**src/rtl/pru_pkg.sv**
```systemverilog
// Shared types and constants of the pixel replicate upscaler.
// No dependencies; imported by pru_front, pru_queue and the top level.
package pru_pkg;

    // result status codes
    typedef logic [2:0] t_status;
    localparam t_status ST_STORED  = 3'd0;
    localparam t_status ST_PIXEL   = 3'd1;
    localparam t_status ST_PAD     = 3'd2;
    localparam t_status ST_EMPTY   = 3'd3;
    localparam t_status ST_REFUSED = 3'd4;

    // input opcodes
    localparam logic OP_PUSH = 1'b0;
    localparam logic OP_PULL = 1'b1;

    // configuration register indexes
    typedef logic [0:0] t_cfg_index;
    localparam t_cfg_index REG_SCALE = 1'd0;
    localparam t_cfg_index REG_WIDTH = 1'd1;

    localparam int CFG_DATA_W = 13;
    localparam int SCALE_W    = 7;
    localparam logic [SCALE_W-1:0] SCALE_MAX = 7'd100;
    localparam int PIXEL_W    = 24;

    // result queue between front and back
    localparam int QUEUE_DEPTH = 4;
    localparam int QPTR_W      = $clog2(QUEUE_DEPTH);
    localparam int QCNT_W      = $clog2(QUEUE_DEPTH + 1);

    // classified item leaving the front
    typedef struct packed {
        t_status status;
        logic    is_pixel;
        logic    row_end;
        logic    replay_end;
    } t_cmd;

    // finished result beat
    typedef struct packed {
        t_status    status;
        logic [7:0] blue;
        logic [7:0] green;
        logic [7:0] red;
        logic       row_end;
        logic       replay_end;
    } t_beat;

endpackage

```
**src/rtl/pru_queue.sv**
```systemverilog
// Back part: short result queue whose head drives the output channel.
// Uses pru_pkg for the beat type and queue sizing.
module pru_queue (
    input  logic          i_clk,
    input  logic          i_rst_n,
    input  logic          i_push,
    input  pru_pkg::t_beat i_beat,
    output logic          o_room,
    output logic          o_valid,
    input  logic          i_stall,
    output pru_pkg::t_beat o_beat
);
    import pru_pkg::*;

    t_beat             r_mem [QUEUE_DEPTH];
    logic [QPTR_W-1:0] r_wr_ptr;
    logic [QPTR_W-1:0] r_rd_ptr;
    logic [QCNT_W-1:0] r_count;
    logic              pop;

    // room for one more beat beyond any already in flight
    assign o_room  = ((QCNT_W+1)'(r_count) + (QCNT_W+1)'(i_push)) < (QCNT_W+1)'(QUEUE_DEPTH);
    assign o_valid = (r_count != '0);
    assign o_beat  = r_mem[r_rd_ptr];
    assign pop     = o_valid && !i_stall;

    // storage
    always_ff @(posedge i_clk) begin
        if (i_push) begin
            r_mem[r_wr_ptr] <= i_beat;
        end
    end

    // pointers and fill count
    always_ff @(posedge i_clk) begin
        if (!i_rst_n) begin
            r_wr_ptr <= '0;
            r_rd_ptr <= '0;
            r_count  <= '0;
        end else begin
            if (i_push) begin
                r_wr_ptr <= r_wr_ptr + QPTR_W'(1);
            end
            if (pop) begin
                r_rd_ptr <= r_rd_ptr + QPTR_W'(1);
            end
            unique case ({i_push, pop})
                2'b10:   r_count <= r_count + QCNT_W'(1);
                2'b01:   r_count <= r_count - QCNT_W'(1);
                default: r_count <= r_count;
            endcase
        end
    end

    a_no_overflow: assert property (@(posedge i_clk) disable iff (!i_rst_n)
        i_push |-> (r_count < QCNT_W'(QUEUE_DEPTH) || pop))
        else $error("result queue overflow");

    a_count_bound: assert property (@(posedge i_clk) disable iff (!i_rst_n)
        r_count <= QCNT_W'(QUEUE_DEPTH))
        else $error("result queue count out of range");

    a_ptr_track: assert property (@(posedge i_clk) disable iff (!i_rst_n)
        (r_count == '0 || r_count == QCNT_W'(QUEUE_DEPTH)) |-> (r_wr_ptr == r_rd_ptr))
        else $error("queue pointers disagree with count");

endmodule

```
**config.mk**
```make
export PLATFORM = sky130hd
export DESIGN_NAME = pru_queue
export DESIGN_NICKNAME = d
export VERILOG_FILES = /design/src/rtl/pru_pkg.sv /design/src/rtl/pru_queue.sv
export SDC_FILE = /design/constraint.sdc
export NUM_CORES = 1
export LEC_CHECK = 0
export ABC_AREA = 1
export BUFFER_PORTS_ARGS = -buffer_cell sky130_fd_sc_hd__buf_2
export CAP_MARGIN = 25
export CORE_MARGIN = 8
export CORE_UTILIZATION = 45
export CTS_CLUSTER_SIZE = 20
export DETAILED_ROUTE_END_ITERATION = 8
export PLACE_DENSITY = 0.67
export SYNTH_ARGS = -nofsm -noshare
export SYNTH_HDL_FRONTEND = slang
export SYNTH_SLANG_ARGS = --single-unit
```
**constraint.sdc**
```tcl
create_clock -name i_clk -period 1.65 [get_ports i_clk]
set_clock_uncertainty 0.1 [all_clocks]
set_input_delay 0.2475 -clock i_clk [delete_from_list [all_inputs] [get_ports i_clk]]
set_output_delay 0.2475 -clock i_clk [all_outputs]
set_load 0.01 [all_outputs]
```
==> flow_summary_export.csv, run 1 <==
group,metric,value,unit
outcome,status,"complete, but fails checks",
outcome,violations,"setup timing",
sta,setup_ws,-232,ps
yosys,yosys_warnings,0,
setup_path,critPathMaxFanout,8,
drt,vias,3218,
worst_hold_path,holdPathEnd,"r_count[2]",
setup_path,r2r_setup_slack,-30,ps
setup_path,worst_ep_arrival_time,1530,ps
sta,drv_slew,0,
floorplanning,placeableCoreArea,10900,um2
setup_path,critPathKind,"flop to output pin",
global_route,grt_overflow,0,
clocking,cts_made_buffers,17,
drt,routed_via_density,5.16,
yosys,ys_seq_elements,125,
final_layout,regArea,3670,um2
clocking,clockBufferDepth,2,
floorplanning,ioPinCount,64,
worst_hold_path,min_path_cells,3,
sta,finalCriticalPeriod,1880,ps
final_layout,nFillCells,768,
floorplanning,std_cell_rows,38,
final_layout,syn_to_final_growth,38.1,%
sta,finalSetupViolations,30,
setup_path,worstReg2RegStart,"r_count[2]",
clocking,cts_htree_levels,4,
floorplanning,dieArea,14900,um2
setup_path,worstSetupStartpointType,"flop",
drt,routed_wl,10700,um
global_route,grt_max_degree,30,
yosys,syn-cell-area,5080,um2
power_and_ir_drop,p_leak,2.55,nW
setup_path,cp-end-kind,"output pin",
global_route,antenna_found_initial,0,
sta,fmax,531,MHz
setup_path,worstPathCellList,"clkinv_8 > buf_12 > buf_16 > o21ai_4 > o22ai_2 > buf_2",
final_layout,multi_input_area,1340,um2
setup_path,rr_endpoint,"r_count[2]",
setup_path,reg2regPathDepth,11,
global_route,grt_pass1_vias,3292,
global_route,grt_pass1_wl,16800,um
flow_run,maxCapViolations,0,
sta,hold_viol_final,0,
floorplanning,dieWidth,122,um
yosys,syn-num-nets,383,
setup_path,required,1300,ps
sta,worstMarginPinSlew,218,ps
floorplanning,fp.dieH,122,um
drt,drc,0,
clocking,root_buffer,"clkbuf_16",
yosys,syn_area_per_cell,14.8,um2
power_and_ir_drop,powerDensity,1400,nW/um2
clocking,clkLatencyLatePin,400,ps
final_layout,antenna_cells,0,
sta,grt_setup_unrepaired,"true",
drt,drtIter0Drc,130,
clocking,clkSinkCount,125,
floorplanning,initial_utilization,0.464,
yosys,async_flop_share,0,
clocking,cts_tree,"done",
final_layout,final_area,7010,um2
yosys,synth_flop_cell,"edfxtp_1",
worst_hold_path,hp-class,"input port to flop",
yosys,synth_cell_types,23,
drt,drt_first_pass_iters,5,
setup_path,slowest_delay,420,ps
final_layout,drive_above_1_share,0.444,
global_route,track_usage,0.149,
place,place_area,5750,um2
yosys,syn-instance-count,344,
power_and_ir_drop,ir_worst_vdd,0.749,mV
worst_hold_path,hold_path_startpoint,"i_rst_n",
final_layout,final_util,0.641,
place,hpwl,5980,um
sta,timing.final.crit_share,1.14,
place,portBuffers,63,
drt,wl_per_cell,17.2,um
yosys,synth_edf_count,116,
final_layout,fin_nets,510,
place,routabilityCongestion,0.719,
yosys,ys_seq_area_frac,0.722,
setup_path,crit_slowest_cell,"dfxtp_4",
clocking,path_clk_slew,50,ps
drt,final_antenna_net_count,0,
sta,max_slew_margin,0.853,
-- final cells by class --
cell class,instances,area share
inverters,18,0.0128
well taps,140,0.0250
clock buffers,20,0.0623
flip-flops and latches,125,0.524
multi-input cells,183,0.191
repair buffers,126,0.160
clock inverters,12,0.0243
-- cell usage after synthesis, types with 2 or more instances --
master    instances  area share
nor2_4           20       0.044
inv_1            12      0.0089
a21oi_1           6      0.0059
nor2_1           34       0.025
ha_1              5       0.012
o22ai_1           9       0.011
edfxtp_1        116        0.69
inv_2             6      0.0044
dfxtp_1           9       0.035
nor2_2            9       0.011
clkbuf_1          2      0.0015
nand2_1          11      0.0081
buf_12            2      0.0079
o21ai_1           6      0.0059
o22ai_2          20       0.049
buf_2            11       0.011
o21ai_0          56       0.055
nand3_1           3      0.0030
a31oi_1           2      0.0025
buf_6             2      0.0044
-- power breakdown --
part / internal (W) / switching [W] / total [W]
Sequential: 0.00365 / 0.0000884 / 0.00374
Clock: 0.00251 / 0.00125 / 0.00376
Combinational: 0.00107 / 0.00126 / 0.00233
Total: 0.00724 / 0.00260 / 0.00983
-- registers in the layout, summed over array words and instances (netlist names), named ones only --
register,count
r_mem,116
r_count,3
r_rd_ptr,2
r_wr_ptr,2
-- how the worst max path moves through the flow --
| stage | startpoint | endpoint | slack [ps] | cells past startpoint |
|---|---|---|---|---|
| finish | flop | o_beat[1] | -230 | 6 |
| global route | flop | o_beat[8] | -300 | 6 |
| CTS | flop | o_beat[26] | -250 | 5 |
| detailed placement | r_count[2] | r_count[2] | -70 | 11 |
| global placement | r_count[2] | r_count[2] | 20 | 11 |
| floorplan | r_wr_ptr[1] | r_mem[1][0] | 20 | 4 |
-- through the flow --
step	TNS [ps]	worst slack, ps	power [W]	instances	hold WS [ps]
6_report	-5460	-232	0.00983	624	39.1
5_1_grt	-7450	-296	0.0102	624	39.0
4_1_cts	-6410	-251	0.00982	623	25.0
3_5_place_dp	-74.9	-74.9	0.00557	554	364
3_3_place_gp	0	24.9	0.00553	554	358
2_1_floorplan	0	24.5	0.00489	344	246
-- critical path, delay by kind of cell, from the launching register on --
kind                   cells  cell delay [ps]
flip-flops                 1              420
AO/OA/AOI/OAI              2              190
buffers and inverters      4              530
-- logic make-up after synthesis --
group | after synthesis | share of synthesized area
buf+inv | 36 | 0.0394
simple gates | 78 | 0.0929
flops | 125 | 0.722
fa+ha+maj | 6 | 0.0163
compound gates | 99 | 0.130
-- cells in the final DEF, fill, tap and decap left out, types with 3 or more instances in the layout --
cell type,netlist,layout
a21oi_1,6,6
buf_12,2,10
buf_16,0,6
buf_2,11,63
buf_4,1,15
bufinv_16,0,4
clkbuf_1,2,3
clkbuf_16,0,17
clkinv_2,0,3
clkinvlp_4,0,5
dfxtp_1,9,4
dfxtp_2,0,3
dlygate4sd3_1,0,29
edfxtp_1,116,116
ha_1,5,4
inv_1,12,9
inv_2,6,5
nand2_1,11,11
nor2_1,34,30
nor2_2,9,13
nor2_4,20,20
o21ai_0,56,22
o21ai_1,6,21
o21ai_2,0,15
o21ai_4,0,4
o22ai_1,9,8
o22ai_2,20,21
-- what timing repair did --
item / CTS / global route
hold endpoints to repair: 116 / 0
setup buffers: 3 / 1
hold buffers: 29 / 0
setup endpoints to repair: 31 / 31
gates cloned: 5 / 0
resized for setup: 55 / 31
pin swaps: 6 / 3
-- per-layer routing --
metal  routed length (um)  part of all wire  track usage
met4                  113             0.011       0.0564
met5                    0                 0            0
met2                 5430              0.51        0.256
met1                 4510              0.42        0.176
met3                  663             0.062       0.0423
Power figures use the tool's default switching activity.
==> run 2: changes to the inputs <==
CTS_CLUSTER_SIZE = not set   (was 20)
PLACE_DENSITY = not set   (was 0.67)
SETUP_SLACK_MARGIN = 0.02   (was not set)
clock period = 1.9 ns   (was 1.65 ns; I/O delays follow)
==> flow_summary_export.csv, run 2 (synthesized netlist as in run 1, its figures left out) <==
group,metric,value,unit
sta,holdWs,11.3,ps
floorplanning,placeableCoreArea,10900,um2
final_layout,final_common_cell,"edfxtp_1",
sta,finalCriticalPeriod,1890,ps
global_route,antenna_found_initial,0,
global_route,grt_overflow,0,
place,place_area,5630,um2
sta,hold_viol_final,0,
drt,wl_per_cell,18.2,um
power_and_ir_drop,p_leak,2.54,nW
clocking,clkLatencyLatePin,400,ps
final_layout,regMostFlops,"r_mem",
setup_path,worst_ep_arrival_time,1500,ps
final_layout,final_cell_mix,"116 x edfxtp_1, 63 x buf_2, 29 x nor2_1",
place,portBuffers,63,
clocking,path_clk_slew,50,ps
global_route,grt_pass1_wl,16700,um
clocking,cts_tree,"done",
global_route,met2_usage,0.258,
final_layout,final_area,6960,um2
floorplanning,dieWidth,122,um
floorplanning,fp.dieH,122,um
drt,routed_via_density,5.11,
sta,finalSetupViolations,0,
final_layout,finalNonFillerCells,616,
power_and_ir_drop,powerDensity,1210,nW/um2
floorplanning,dieArea,14900,um2
clocking,clkSinkCount,125,
sta,fin_tns_setup,0,ps
drt,drc,0,
sta,fmax,530,MHz
outcome,status,"complete, no violations",
drt,routed_wl,11200,um
global_route,grt_pass1_vias,3072,
drt,final_antenna_net_count,0,
sta,timing.final.crit_share,0.994,
final_layout,largest_reg_flops,116,
place,routabilityCongestion,0.743,
sta,worstMarginPinSlew,295,ps
floorplanning,initial_utilization,0.464,
final_layout,drive_above_1_share,0.456,
flow_run,maxCapViolations,0,
global_route,grt_use_met3,0.0496,
final_layout,antenna_cells,0,
drt,drt_first_pass_iters,7,
setup_path,critPathKind,"flop to output pin",
final_layout,largestRegisters,"r_mem x116, r_count x3",
setup_path,cp-end-kind,"output pin",
worst_hold_path,hp-class,"input port to flop",
global_route,grtUsageMet1,0.173,
clocking,cts_made_buffers,17,
clocking,root_buffer,"clkbuf_16",
global_route,busiest_layer,"met2",
sta,grt_setup_unrepaired,"true",
setup_path,worstSetupStartpointType,"flop",
sta,max_slew_margin,0.804,
final_layout,fin_nets,502,
setup_path,critPathMaxFanout,8,
setup_path,required,1510,ps
clocking,cts_htree_levels,4,
clocking,clockBufferDepth,2,
final_layout,syn_to_final_growth,37.1,%
sta,drv_slew,0,
power_and_ir_drop,ir_worst_vdd,0.567,mV
final_layout,nFillCells,806,
drt,drtIter0Drc,203,
global_route,track_usage,0.150,
place,hpwl,6130,um
floorplanning,ioPinCount,64,
global_route,grt_max_degree,30,
floorplanning,std_cell_rows,38,
place,dpl.cell_count,543,
drt,vias,3147,
## run 2: cell count changes in the layout (fill, tap and decap cells not counted), sizes merged
cell	previous run	this run
clkinvlp	5	0
bufinv	4	3
inv	15	18
buf	97	90
dlygate4sd3	29	22
clkinv	6	11
clkbuf	20	24
## run 2: through the flow
stage               power [W]  setup WS, ps  utilization
floorplan             0.00425           245            -
global placement      0.00474           227        0.515
detailed placement    0.00478           109        0.515
CTS                   0.00815         -33.7        0.601
global route          0.00876         -40.8        0.636
finish                0.00842          12.3        0.636
## run 2: layout make-up
cell class                 count  area [um2]  share of cell area
inverter                      18        87.6              0.0126
timing repair buffer         118        1100               0.157
clock inverter                14         150              0.0216
multi-input combinational    183        1350               0.194
clock buffer                  18         429              0.0617
sequential                   125        3670               0.528
tap                          140         175              0.0252
## run 2: worst max-delay path, cell delays in order (launching register included)
cell	delay (ps)
dfxtp_4	380
inv_8	140
buf_6	160
nor2_2	40
o22ai_1	200
buf_2	170
## run 2: repair_timing
item	in CTS	in global routing
resized for setup	41	59
setup endpoints to repair	28	30
pin swaps	1	4
buffers inserted	2	7
hold buffers	20	2
gates cloned	3	7
endpoints found under the hold margin	77	6
## run 2: final timing paths
check,from,to,slack [ps],cells after the start
max,flop,o_beat[24],10,5
min,i_beat[25],r_mem[0][25],10,1
max reg2reg,r_count[2],r_count[2],90,11
min reg2reg,r_rd_ptr[0],flop,380,2
## run 2: report_power, final
group          leakage [nW]  switching (W)  internal, W  total (W)
Combinational          1.12        0.00110     0.000943    0.00205
Sequential             1.14      0.0000817      0.00317    0.00325
Clock                 0.285        0.00109      0.00204    0.00313
## run 2: metal layers
metal	wire length [um]	vias to the layer above
met4	85	0
met3	625	10
li1	-	1521
met5	0	-
met2	5880	71
met1	4600	1545
