## config.mk

```make
export PLATFORM = sky130hd
export DESIGN_NAME = pru_front
export DESIGN_NICKNAME = d
export VERILOG_FILES = /design/src/rtl/pru_pkg.sv /design/src/rtl/pru_front.sv
export SDC_FILE = /design/constraint.sdc
export NUM_CORES = 1
export LEC_CHECK = 0
export BUFFER_PORTS_ARGS = -buffer_cell sky130_fd_sc_hd__buf_2
export CORE_MARGIN = 1.5
export CORE_UTILIZATION = 49
export DETAILED_ROUTE_END_ITERATION = 10
export GPL_TIMING_DRIVEN = 0
export PLACE_DENSITY_LB_ADDON = 0.08
export SYNTH_ARGS = -nofsm -noshare
export SYNTH_HDL_FRONTEND = slang
export SYNTH_SLANG_ARGS = --single-unit
```

## constraint.sdc

```tcl
create_clock -name i_clk -period 3.5 [get_ports i_clk]
set_input_delay 0.7 -clock i_clk [delete_from_list [all_inputs] [get_ports i_clk]]
set_output_delay 0.7 -clock i_clk [all_outputs]
set_load 0.1 [all_outputs]
```

## src/rtl/pru_pkg.sv

```systemverilog
// Shared types and constants of the pixel replicate upscaler.
// No dependencies; imported by pru_front, pru_queue and the top level.
package pru_pkg;

    // result status codes
    typedef logic [2:0] t_status;
    localparam t_status ST_STORED  = 3'd0;
    localparam t_status ST_PIXEL   = 3'd1;
    localparam t_status ST_PAD     = 3'd2;
    localparam t_status ST_EMPTY   = 3'd3;
    localparam t_status ST_REFUSED = 3'd4;

    // input opcodes
    localparam logic OP_PUSH = 1'b0;
    localparam logic OP_PULL = 1'b1;

    // configuration register indexes
    typedef logic [0:0] t_cfg_index;
    localparam t_cfg_index REG_SCALE = 1'd0;
    localparam t_cfg_index REG_WIDTH = 1'd1;

    localparam int CFG_DATA_W = 13;
    localparam int SCALE_W    = 7;
    localparam logic [SCALE_W-1:0] SCALE_MAX = 7'd100;
    localparam int PIXEL_W    = 24;

    // result queue between front and back
    localparam int QUEUE_DEPTH = 4;
    localparam int QPTR_W      = $clog2(QUEUE_DEPTH);
    localparam int QCNT_W      = $clog2(QUEUE_DEPTH + 1);

    // classified item leaving the front
    typedef struct packed {
        t_status status;
        logic    is_pixel;
        logic    row_end;
        logic    replay_end;
    } t_cmd;

    // finished result beat
    typedef struct packed {
        t_status    status;
        logic [7:0] blue;
        logic [7:0] green;
        logic [7:0] red;
        logic       row_end;
        logic       replay_end;
    } t_beat;

endpackage

```

## src/rtl/pru_front.sv

```systemverilog
// Front part: accepts items, runs the fill/replay counters, drives the
// line store ports and registers the classified item. Uses pru_pkg.
module pru_front #(
    parameter int MAX_WIDTH = 4096
) (
    input  logic                                        i_clk,
    input  logic                                        i_rst_n,
    input  logic [pru_pkg::SCALE_W-1:0]                 i_scale,
    input  logic [pru_pkg::CFG_DATA_W-1:0]              i_width,
    input  logic                                        i_in_valid,
    output logic                                        o_in_stall,
    input  logic                                        i_opcode,
    input  logic [7:0]                                  i_blue,
    input  logic [7:0]                                  i_green,
    input  logic [7:0]                                  i_red,
    input  logic                                        i_room,
    output logic                                        o_ram_we,
    output logic [(MAX_WIDTH > 1 ? $clog2(MAX_WIDTH) : 1)-1:0] o_ram_waddr,
    output logic [pru_pkg::PIXEL_W-1:0]                 o_ram_wdata,
    output logic                                        o_ram_re,
    output logic [(MAX_WIDTH > 1 ? $clog2(MAX_WIDTH) : 1)-1:0] o_ram_raddr,
    output logic                                        o_cmd_valid,
    output pru_pkg::t_cmd                               o_cmd
);
    import pru_pkg::*;

    localparam int AW = (MAX_WIDTH > 1) ? $clog2(MAX_WIDTH) : 1;
    localparam int CW = $clog2(MAX_WIDTH + 1);

    logic [CW-1:0]      r_fill, n_fill;
    logic               r_row_ready, n_row_ready;
    logic [AW-1:0]      r_col, n_col;
    logic [SCALE_W-1:0] r_hrep, n_hrep;
    logic [SCALE_W-1:0] r_vrep, n_vrep;
    logic [1:0]         r_pad_left, n_pad_left;
    logic               r_in_padding, n_in_padding;
    logic               r_cmd_valid;
    t_cmd               r_cmd, n_cmd;

    logic               accept;
    logic [SCALE_W-1:0] eff_scale;
    logic [CW-1:0]      eff_width;
    logic [CW+1:0]      width_wide;
    logic [3:0]         low_prod;
    logic [1:0]         pad_bytes;
    logic [CW-1:0]      fill_inc;
    logic [CW-1:0]      col_inc;
    logic [SCALE_W:0]   hrep_inc;
    logic [SCALE_W:0]   vrep_inc;
    logic [1:0]         pad_dec;
    logic               do_finish;

    assign o_in_stall = !i_room;
    assign accept     = i_in_valid && !o_in_stall;

    // clamp registers to their working ranges
    always_comb begin
        priority if (i_scale == '0) begin
            eff_scale = SCALE_W'(1);
        end else if (i_scale > SCALE_MAX) begin
            eff_scale = SCALE_MAX;
        end else begin
            eff_scale = i_scale;
        end
        priority if (i_width == '0) begin
            eff_width = CW'(1);
        end else if (32'(i_width) > MAX_WIDTH) begin
            eff_width = CW'(MAX_WIDTH);
        end else begin
            eff_width = CW'(i_width);
        end
    end

    // padding to a 4-byte boundary only depends on the two low bits
    assign width_wide = (CW+2)'(eff_width);
    assign low_prod   = 4'(width_wide[1:0]) * 4'(eff_scale[1:0]);
    assign pad_bytes  = 2'd0 - 2'(low_prod * 4'd3);

    assign fill_inc = r_fill + CW'(1);
    assign col_inc  = CW'(r_col) + CW'(1);
    assign hrep_inc = {1'b0, r_hrep} + (SCALE_W+1)'(1);
    assign vrep_inc = {1'b0, r_vrep} + (SCALE_W+1)'(1);
    assign pad_dec  = (r_pad_left != 2'd0) ? r_pad_left - 2'd1 : 2'd0;

    // item classification and counter update
    always_comb begin
        n_fill       = r_fill;
        n_row_ready  = r_row_ready;
        n_col        = r_col;
        n_hrep       = r_hrep;
        n_vrep       = r_vrep;
        n_pad_left   = r_pad_left;
        n_in_padding = r_in_padding;
        n_cmd        = '0;
        do_finish    = 1'b0;
        o_ram_we     = 1'b0;
        o_ram_re     = 1'b0;

        if (accept) begin
            if (i_opcode == OP_PUSH) begin
                n_cmd.status = ST_REFUSED;
                if (!r_row_ready) begin
                    if (r_fill >= eff_width) begin
                        n_row_ready = 1'b1;
                        n_fill      = '0;
                        n_col       = '0;
                        n_hrep      = '0;
                        n_vrep      = '0;
                    end else begin
                        o_ram_we     = 1'b1;
                        n_cmd.status = ST_STORED;
                        if (fill_inc >= eff_width) begin
                            n_row_ready = 1'b1;
                            n_fill      = '0;
                            n_col       = '0;
                            n_hrep      = '0;
                            n_vrep      = '0;
                        end else begin
                            n_fill = fill_inc;
                        end
                    end
                end
            end else if (!r_row_ready) begin
                n_cmd.status = ST_EMPTY;
            end else if (r_in_padding) begin
                n_cmd.status = ST_PAD;
                n_pad_left   = pad_dec;
                if (pad_dec == 2'd0) begin
                    n_in_padding  = 1'b0;
                    n_cmd.row_end = 1'b1;
                    do_finish     = 1'b1;
                end
            end else begin
                n_cmd.status   = ST_PIXEL;
                n_cmd.is_pixel = 1'b1;
                o_ram_re       = 1'b1;
                if (hrep_inc >= {1'b0, eff_scale}) begin
                    n_hrep = '0;
                    if (col_inc >= eff_width) begin
                        n_col = '0;
                        if (pad_bytes != 2'd0) begin
                            n_in_padding = 1'b1;
                            n_pad_left   = pad_bytes;
                        end else begin
                            n_cmd.row_end = 1'b1;
                            do_finish     = 1'b1;
                        end
                    end else begin
                        n_col = AW'(col_inc);
                    end
                end else begin
                    n_hrep = SCALE_W'(hrep_inc);
                end
            end

            // end of one replica row
            if (do_finish) begin
                if (vrep_inc >= {1'b0, eff_scale}) begin
                    n_vrep           = '0;
                    n_row_ready      = 1'b0;
                    n_fill           = '0;
                    n_cmd.replay_end = 1'b1;
                end else begin
                    n_vrep = SCALE_W'(vrep_inc);
                end
            end
        end
    end

    assign o_ram_waddr = AW'(r_fill);
    assign o_ram_wdata = {i_red, i_green, i_blue};
    assign o_ram_raddr = r_col;

    // control state
    always_ff @(posedge i_clk) begin
        if (!i_rst_n) begin
            r_fill       <= '0;
            r_row_ready  <= 1'b0;
            r_col        <= '0;
            r_hrep       <= '0;
            r_vrep       <= '0;
            r_pad_left   <= '0;
            r_in_padding <= 1'b0;
            r_cmd_valid  <= 1'b0;
        end else begin
            r_fill       <= n_fill;
            r_row_ready  <= n_row_ready;
            r_col        <= n_col;
            r_hrep       <= n_hrep;
            r_vrep       <= n_vrep;
            r_pad_left   <= n_pad_left;
            r_in_padding <= n_in_padding;
            r_cmd_valid  <= accept;
        end
    end

    // classified item, aligned with the store read data
    always_ff @(posedge i_clk) begin
        if (accept) begin
            r_cmd <= n_cmd;
        end
    end

    assign o_cmd_valid = r_cmd_valid;
    assign o_cmd       = r_cmd;

    a_pad_needs_row: assert property (@(posedge i_clk) disable iff (!i_rst_n)
        r_in_padding |-> r_row_ready)
        else $error("padding active without a complete row");

    a_pad_count_idle: assert property (@(posedge i_clk) disable iff (!i_rst_n)
        !r_in_padding |-> (r_pad_left == 2'd0))
        else $error("padding count left over outside padding");

    a_accept_issues: assert property (@(posedge i_clk) disable iff (!i_rst_n)
        accept |=> (r_cmd_valid && $past(o_ram_re) == r_cmd.is_pixel))
        else $error("accepted beat did not reach the back part");

endmodule

```

==> results of run 1 <==
## power by group
| part | internal, uW | total (uW) | switching (uW) |
|---|---|---|---|
| logic | 100 | 359 | 259 |
| registers | 579 | 583 | 3.72 |
| clock network | 141 | 357 | 215 |
| total | 821 | 1300 | 478 |
## critical path: stages
cell and delay, ns:
buf_2 0.13, nor4_4 0.28, a31oi_2 0.16, nor2_2 0.14, ha_1 0.25, nand2b_4 0.15
a21oi_4 0.14, o31ai_4 0.08, o41ai_2 0.38, and2_4 0.23, buf_12 0.17
## logic make-up (layout without fill, tap and decap cells)
| family | after synthesis | in the layout |
|---|---|---|
| AND/OR/NAND/NOR | 199 | 199 |
| flip-flops | 50 | 50 |
| AO/OA/AOI/OAI | 116 | 116 |
| multiplexers | 5 | 5 |
| adder cells (fa/ha/maj) | 58 | 58 |
| XOR/XNOR | 27 | 27 |
| buffers and inverters | 71 | 186 |
## metal layers
metal,vias up,global-route usage
met5,-,0
met4,0,0.0700
met3,16,0.0274
met2,111,0.360
met1,1977,0.326
li1,2117,-
## worst max path at each step
stage                         startpoint   endpoint  slack [ns]
after floorplan           o_ram_raddr[0]  r_vrep[5]       -0.07
after global placement        i_width[4]   o_ram_we       -0.65
after detailed placement      i_width[1]   o_ram_we       -0.67
after CTS                     i_width[1]   o_ram_we       -0.13
after global routing          i_width[6]   o_ram_we       -0.08
final                         i_width[6]   o_ram_we       -0.02
## synth_stat cells (4+ instances only)
| cell | count |
|---|---|
| a22o_1 | 7 |
| o31ai_1 | 4 |
| nand2_1 | 52 |
| a211o_1 | 7 |
| a21oi_1 | 31 |
| nand3_1 | 37 |
| a21o_1 | 13 |
| buf_4 | 36 |
| ha_1 | 58 |
| nor4_1 | 6 |
| edfxtp_1 | 6 |
| or3_1 | 6 |
| nor2_1 | 29 |
| clkbuf_1 | 15 |
| xor2_1 | 11 |
| xnor2_1 | 16 |
| a31oi_1 | 11 |
| nand4_1 | 4 |
| and3_1 | 16 |
| inv_1 | 20 |
| dfxtp_1 | 44 |
| nor3_1 | 13 |
| mux2i_1 | 4 |
| and3b_1 | 4 |
| o21ai_0 | 17 |
| nand2b_1 | 13 |
## stage by stage
step | area (um^2) | power (uW) | hold slack, ns
final | 5490 | 1300 | 0.486
after global routing | 5490 | 1360 | 0.507
after CTS | 5190 | 1280 | 0.500
after detailed placement | 4910 | 921 | 0.486
after global placement | 4910 | 917 | 0.468
after floorplan | 4360 | 855 | 0.452
## sequential cells by signal (all words and copies together), names as in the netlist
register      count
o_cmd             6
r_hrep            7
r_row_ready       1
o_ram_raddr      12
r_vrep            7
r_fill           13
o_cmd_valid       1
r_pad_left        2
r_in_padding      1
## final cells by class
cell class	instances	area (um^2)	share of cell area
flip-flops and latches	50	1100	0.200
plain buffers	50	343	0.0624
multi-input cells	405	3130	0.569
inverters	20	75.1	0.0137
clock buffers	5	68.8	0.0125
well taps	105	131	0.0239
repair buffers	108	633	0.115
clock inverters	3	20.0	0.00364
## timing repair
| action | 4_1_cts | 5_1_grt |
|---|---|---|
| pin swaps | 15 | 23 |
| endpoints found under the hold margin | 0 | 0 |
| endpoints found under the setup margin | 36 | 37 |
| hold buffers | 0 | 0 |
| gates resized for setup | 22 | 48 |
| setup buffers | 14 | 12 |
==> impl_metrics.ini, run 1 <==
[status]
status = complete, but fails checks
violations = setup timing

[grt]
antenna_found_initial = 0
track_usage = 0.229
grt_pass1_wl_um = 16800
grt_pass1_vias = 3678
grt_max_degree = 17
grt_overflow_total = 0

[clock_network]
numCtsBuffers = 5
root_buffer = clkbuf_8
htree_levels = 2
cts_tree = yes
clock_path_buffers = 2
clk_pin_slew_ns = 0.10
clock-sinks = 50
worstSkewPairLatency_ns = 0.32

[synthesis]
synth.distinct_cells = 54
synth.avg_cell_area_um2 = 8.16
synth_warnings = 0
synthCells = 526
seq_area_frac_synth = 0.247
synth_xor_area_frac = 0.0551
yosys.area_share.simple = 0.237
synthAdderAreaFrac = 0.169
synth.ff_latch_count = 50
synth_edf_count = 6
synth_ff_type = dfxtp_1
synth_area_mm2 = 0.00429
muxShareOfSynthArea = 0.0120
yosys.area.top_type = dfxtp_1
ys_async_sr_fraction = 0
synth.area.top_cells = dfxtp_1 21%, ha_1 17%, buf_4 6.3%, nand2_1 4.5%, nand3_1 4.3%
synth_compound_area_frac = 0.186
synth_nets = 633
synth_top_family_by_area = simple AND/OR/NAND/NOR gates
yosys.area.top_type_share = 0.205

[worst_setup_path]
r2r_slack_ns = 0.09
reg2reg_to = r_vrep[5]
critPathRequiredTime_ns = 2.80
timing.rr.start = o_ram_raddr[4]
start_kind = input pin
path_max_fanout = 2
worst_r2r_path_depth = 13
arrival_ns = 2.82
worst_setup_path_end_kind = output port
crit_type = input pin to output port

[die]
row_count = 33
fp.dieW_um = 96.6
start_util = 0.515
die_h_um = 96.6
core_mm2 = 0.00834
dieArea_mm2 = 0.00933
ios = 107

[final_layout]
nNetsFinal = 747
fin_cells = 746
fillCellCount = 716
layout_common_cells = 79 x buf_2, 62 x buf_4, 53 x ha_1
syn_to_final_growth_pct = 28.0
finalCoreUtilization = 0.659
final_common_cell = buf_2
diodes = 0
drive_gt1_frac = 0.337

[drt]
wl_met2_um = 5100
ant_nets = 0
highest_layer = met4
wirelength_um = 11100
routed-via-count = 4221
wl_met1_um = 5320
route.detailed.drc = 0
routedWlPerCell_um = 14.8
first_iter_violations = 148
wl_met3_um = 472
avgViaCountPerCell = 5.66
first_pass_iters = 5

[timing]
fin_setup_tns_ns = -0.0202
rsz0062_at_grt = yes
finalSetupViolations = 1
clock.fmax_mhz = 284
slew_violations = 0
period_share = 1.01
fin_ws_ns = -0.0202
slew_headroom = 0.358
hold_violations = 0
layout_min_cycle_time_ns = 3.52
final.setup_skew_ns = 0.0136
worst-slew-pin-transition_ns = 0.956

[worst_hold_path]
holdPathEnd = o_ram_raddr[3]
min_from = o_ram_raddr[3]
hp-class = flip-flop to flip-flop
worst_hold_path.num_cells = 1

[place]
hpwl_um = 8230
dpl_worst_slack_ns = -0.666
port_buffers = 82
dp_cells = 713
gp_congestion = 0.881

[power_and_ir_drop]
peakVddDrop_mv = 0.174
power_density_mw_per_mm2 = 236
p_leak_uw = 0.00270

[flow_run]
drv_cap = 0
(Power assumes the default switching activity.)
==> inputs of run 2 (changes only) <==
--- a/config.mk
+++ b/config.mk
@@ -7,7 +7,8 @@
 export LEC_CHECK = 0
 export BUFFER_PORTS_ARGS = -buffer_cell sky130_fd_sc_hd__buf_2
 export CORE_MARGIN = 1.5
-export CORE_UTILIZATION = 49
+export CORE_UTILIZATION = 51
+export CTS_BUF_LIST = sky130_fd_sc_hd__clkbuf_4 sky130_fd_sc_hd__clkbuf_8
 export DETAILED_ROUTE_END_ITERATION = 10
 export GPL_TIMING_DRIVEN = 0
 export PLACE_DENSITY_LB_ADDON = 0.08
==> run 2 against run 1 <==
Against the previous run:
- fmax rose by 1.9%
- clock-buffer cell count did not move
- via count fell by 0.21%
- non-clock buffer count fell by 7
- highest routed layer unchanged
- design area fell by 0.27%
- sequential power barely moved
- clock power rose by 20%
- clock skew fell by 0.0014 ns
- first-iteration DRC count fell by 4.1%
- global-route usage rose by 1.8 points
- the flow now finishes without violations
- critical path depth did not move
==> impl_metrics.ini, run 2 (synthesis results as in run 1) <==
[drt]
wirelength_um = 11300
ant_nets = 0
route.detailed.drc = 0
avgViaCountPerCell = 5.70
first_iter_violations = 142
routedWlPerCell_um = 15.3
routed-via-count = 4212
first_pass_iters = 4

[final_layout]
layout_common_cells = 78 x buf_2, 56 x ha_1, 55 x buf_4
regMostFlops = r_fill
finalCoreUtilization = 0.670
fin_cells = 739
drive_gt1_frac = 0.333
syn_to_final_growth_pct = 27.7
final_common_cell = buf_2
multi_input_area_mm2 = 0.00312
diodes = 0
largest_register_ffs = 13
fillCellCount = 679
seqCellArea_mm2 = 0.00110
nNetsFinal = 740

[worst_hold_path]
hp-class = flip-flop to flip-flop
worst_hold_path.num_cells = 2

[worst_setup_path]
crit_path_top_delay_cell = o41ai_2
start_kind = input pin
worst_r2r_path_depth = 13
worst_setup_path_end_kind = output port
worstPathCellList = buf_8, nor4_4, a31oi_2, nor2_2, ha_1, nand2b_4, a21oi_4, o31ai_4, o41ai_2, and2_4, buf_12
crit_type = input pin to output port
path_max_fanout = 2
critPathRequiredTime_ns = 2.80
arrival_ns = 2.75
max_stage_delay_ns = 0.32

[clock_network]
clk_pin_slew_ns = 0.09
worstSkewPairLatency_ns = 0.31
cts_tree = yes
clock_path_buffers = 2
clock-sinks = 50
hold_buffers = 0
numCtsBuffers = 5
htree_levels = 2
root_buffer = clkbuf_8

[timing]
slew_headroom = 0.377
finalSetupViolations = 0
worst-slew-pin-transition_ns = 0.927
fin_ws_ns = 0.0469
rsz0062_at_grt = yes
period_share = 0.987
slew_violations = 0
hold_ws_ns = 0.493
clock.fmax_mhz = 290
final.setup_skew_ns = 0.0122
hold_violations = 0
layout_min_cycle_time_ns = 3.45

[die]
core_mm2 = 0.00818
start_util = 0.525
dieArea_mm2 = 0.00897
ios = 107
die_h_um = 94.7
row_count = 33
fp.dieW_um = 94.7

[power_and_ir_drop]
p_leak_uw = 0.00270
switchingPower_uw = 479
power_frac_seq = 0.424
power_density_mw_per_mm2 = 251
peakVddDrop_mv = 0.168
finalPower_uw = 1370
clkPwrFrac = 0.312
comb_power_share = 0.264
p_sw_frac = 0.349
p_int_uw = 894

[place]
dpl_worst_slack_ns = -0.716
hpwl_um = 8440
port_buffers = 82
gp_congestion = 0.823
dp_cells = 713

[grt]
grt_max_degree = 17
antenna_found_initial = 0
grt_pass1_wl_um = 17500
track_usage = 0.246
grt_overflow_total = 0
grt_pass1_vias = 3915

[flow_run]
drv_cap = 0

[status]
status = complete, no violations
[run 2: changes by cell type in the layout (fill, tap and decap cells not counted), sizes merged]
cell / delta
bufinv: +1
clkinvlp: -1
buf: -7
[run 2: worst paths after layout]
path	startpoint	slack [ns]	end
max reg2reg	o_ram_raddr[1]	0.08	r_vrep[5]
min	r_hrep[1]	0.49	r_hrep[1]
min reg2reg	r_hrep[1]	0.49	r_hrep[1]
max	i_width[11]	0.05	o_ram_we
[run 2: cell type report]
type,count,area share
sequential,50,0.201
tap,105,0.0240
inverter,20,0.0137
clock inverter,3,0.00799
buffer,50,0.0626
timing repair buffer,101,0.109
clock buffer,5,0.0126
multi-input combinational,405,0.570
[run 2: per-layer routing]
metal  share of wire  GRT usage  vias up  routed length (um)
li1                -          -     2110                   -
met1            0.43      0.292     1975                4860
met2            0.52      0.460      110                5830
met3           0.036     0.0330       17                 406
met4           0.017     0.0659        0                 190
met5               0          0        -                   0
[run 2: timing repair]
| action | 4_1_cts | 5_1_grt |
|---|---|---|
| pin swaps | 22 | 19 |
| gates cloned | 0 | 0 |
| setup buffers | 16 | 3 |
| endpoints found under the setup margin | 27 | 42 |
| resized for setup | 42 | 29 |
[run 2: power groups by stage]
stage                     registers [uW]  clock network (uW)  logic (uW)
after floorplan                      622                   0         233
after global placement               596                   0         321
after detailed placement             596                   0         327
after CTS                            583                 437         352
after global routing                 583                 462         384
final                                582                 429         362
[run 2: worst max-delay path: cells and delay by family]
| family | cells | cell delay (ns) |
|---|---|---|
| and+or+nand+nor | 4 | 0.81 |
| AOI/OAI and AO/OA | 4 | 0.70 |
| adders and majority gates | 1 | 0.27 |
| buffers and inverters | 2 | 0.27 |
[run 2: through the flow]
stage               TNS (ns)  area [um^2]
finish                     0         5480
global route          -0.982         5480
CTS                        0         5350
detailed placement    -19.04         4910
global placement      -16.57         4910
floorplan            -0.0721         4360
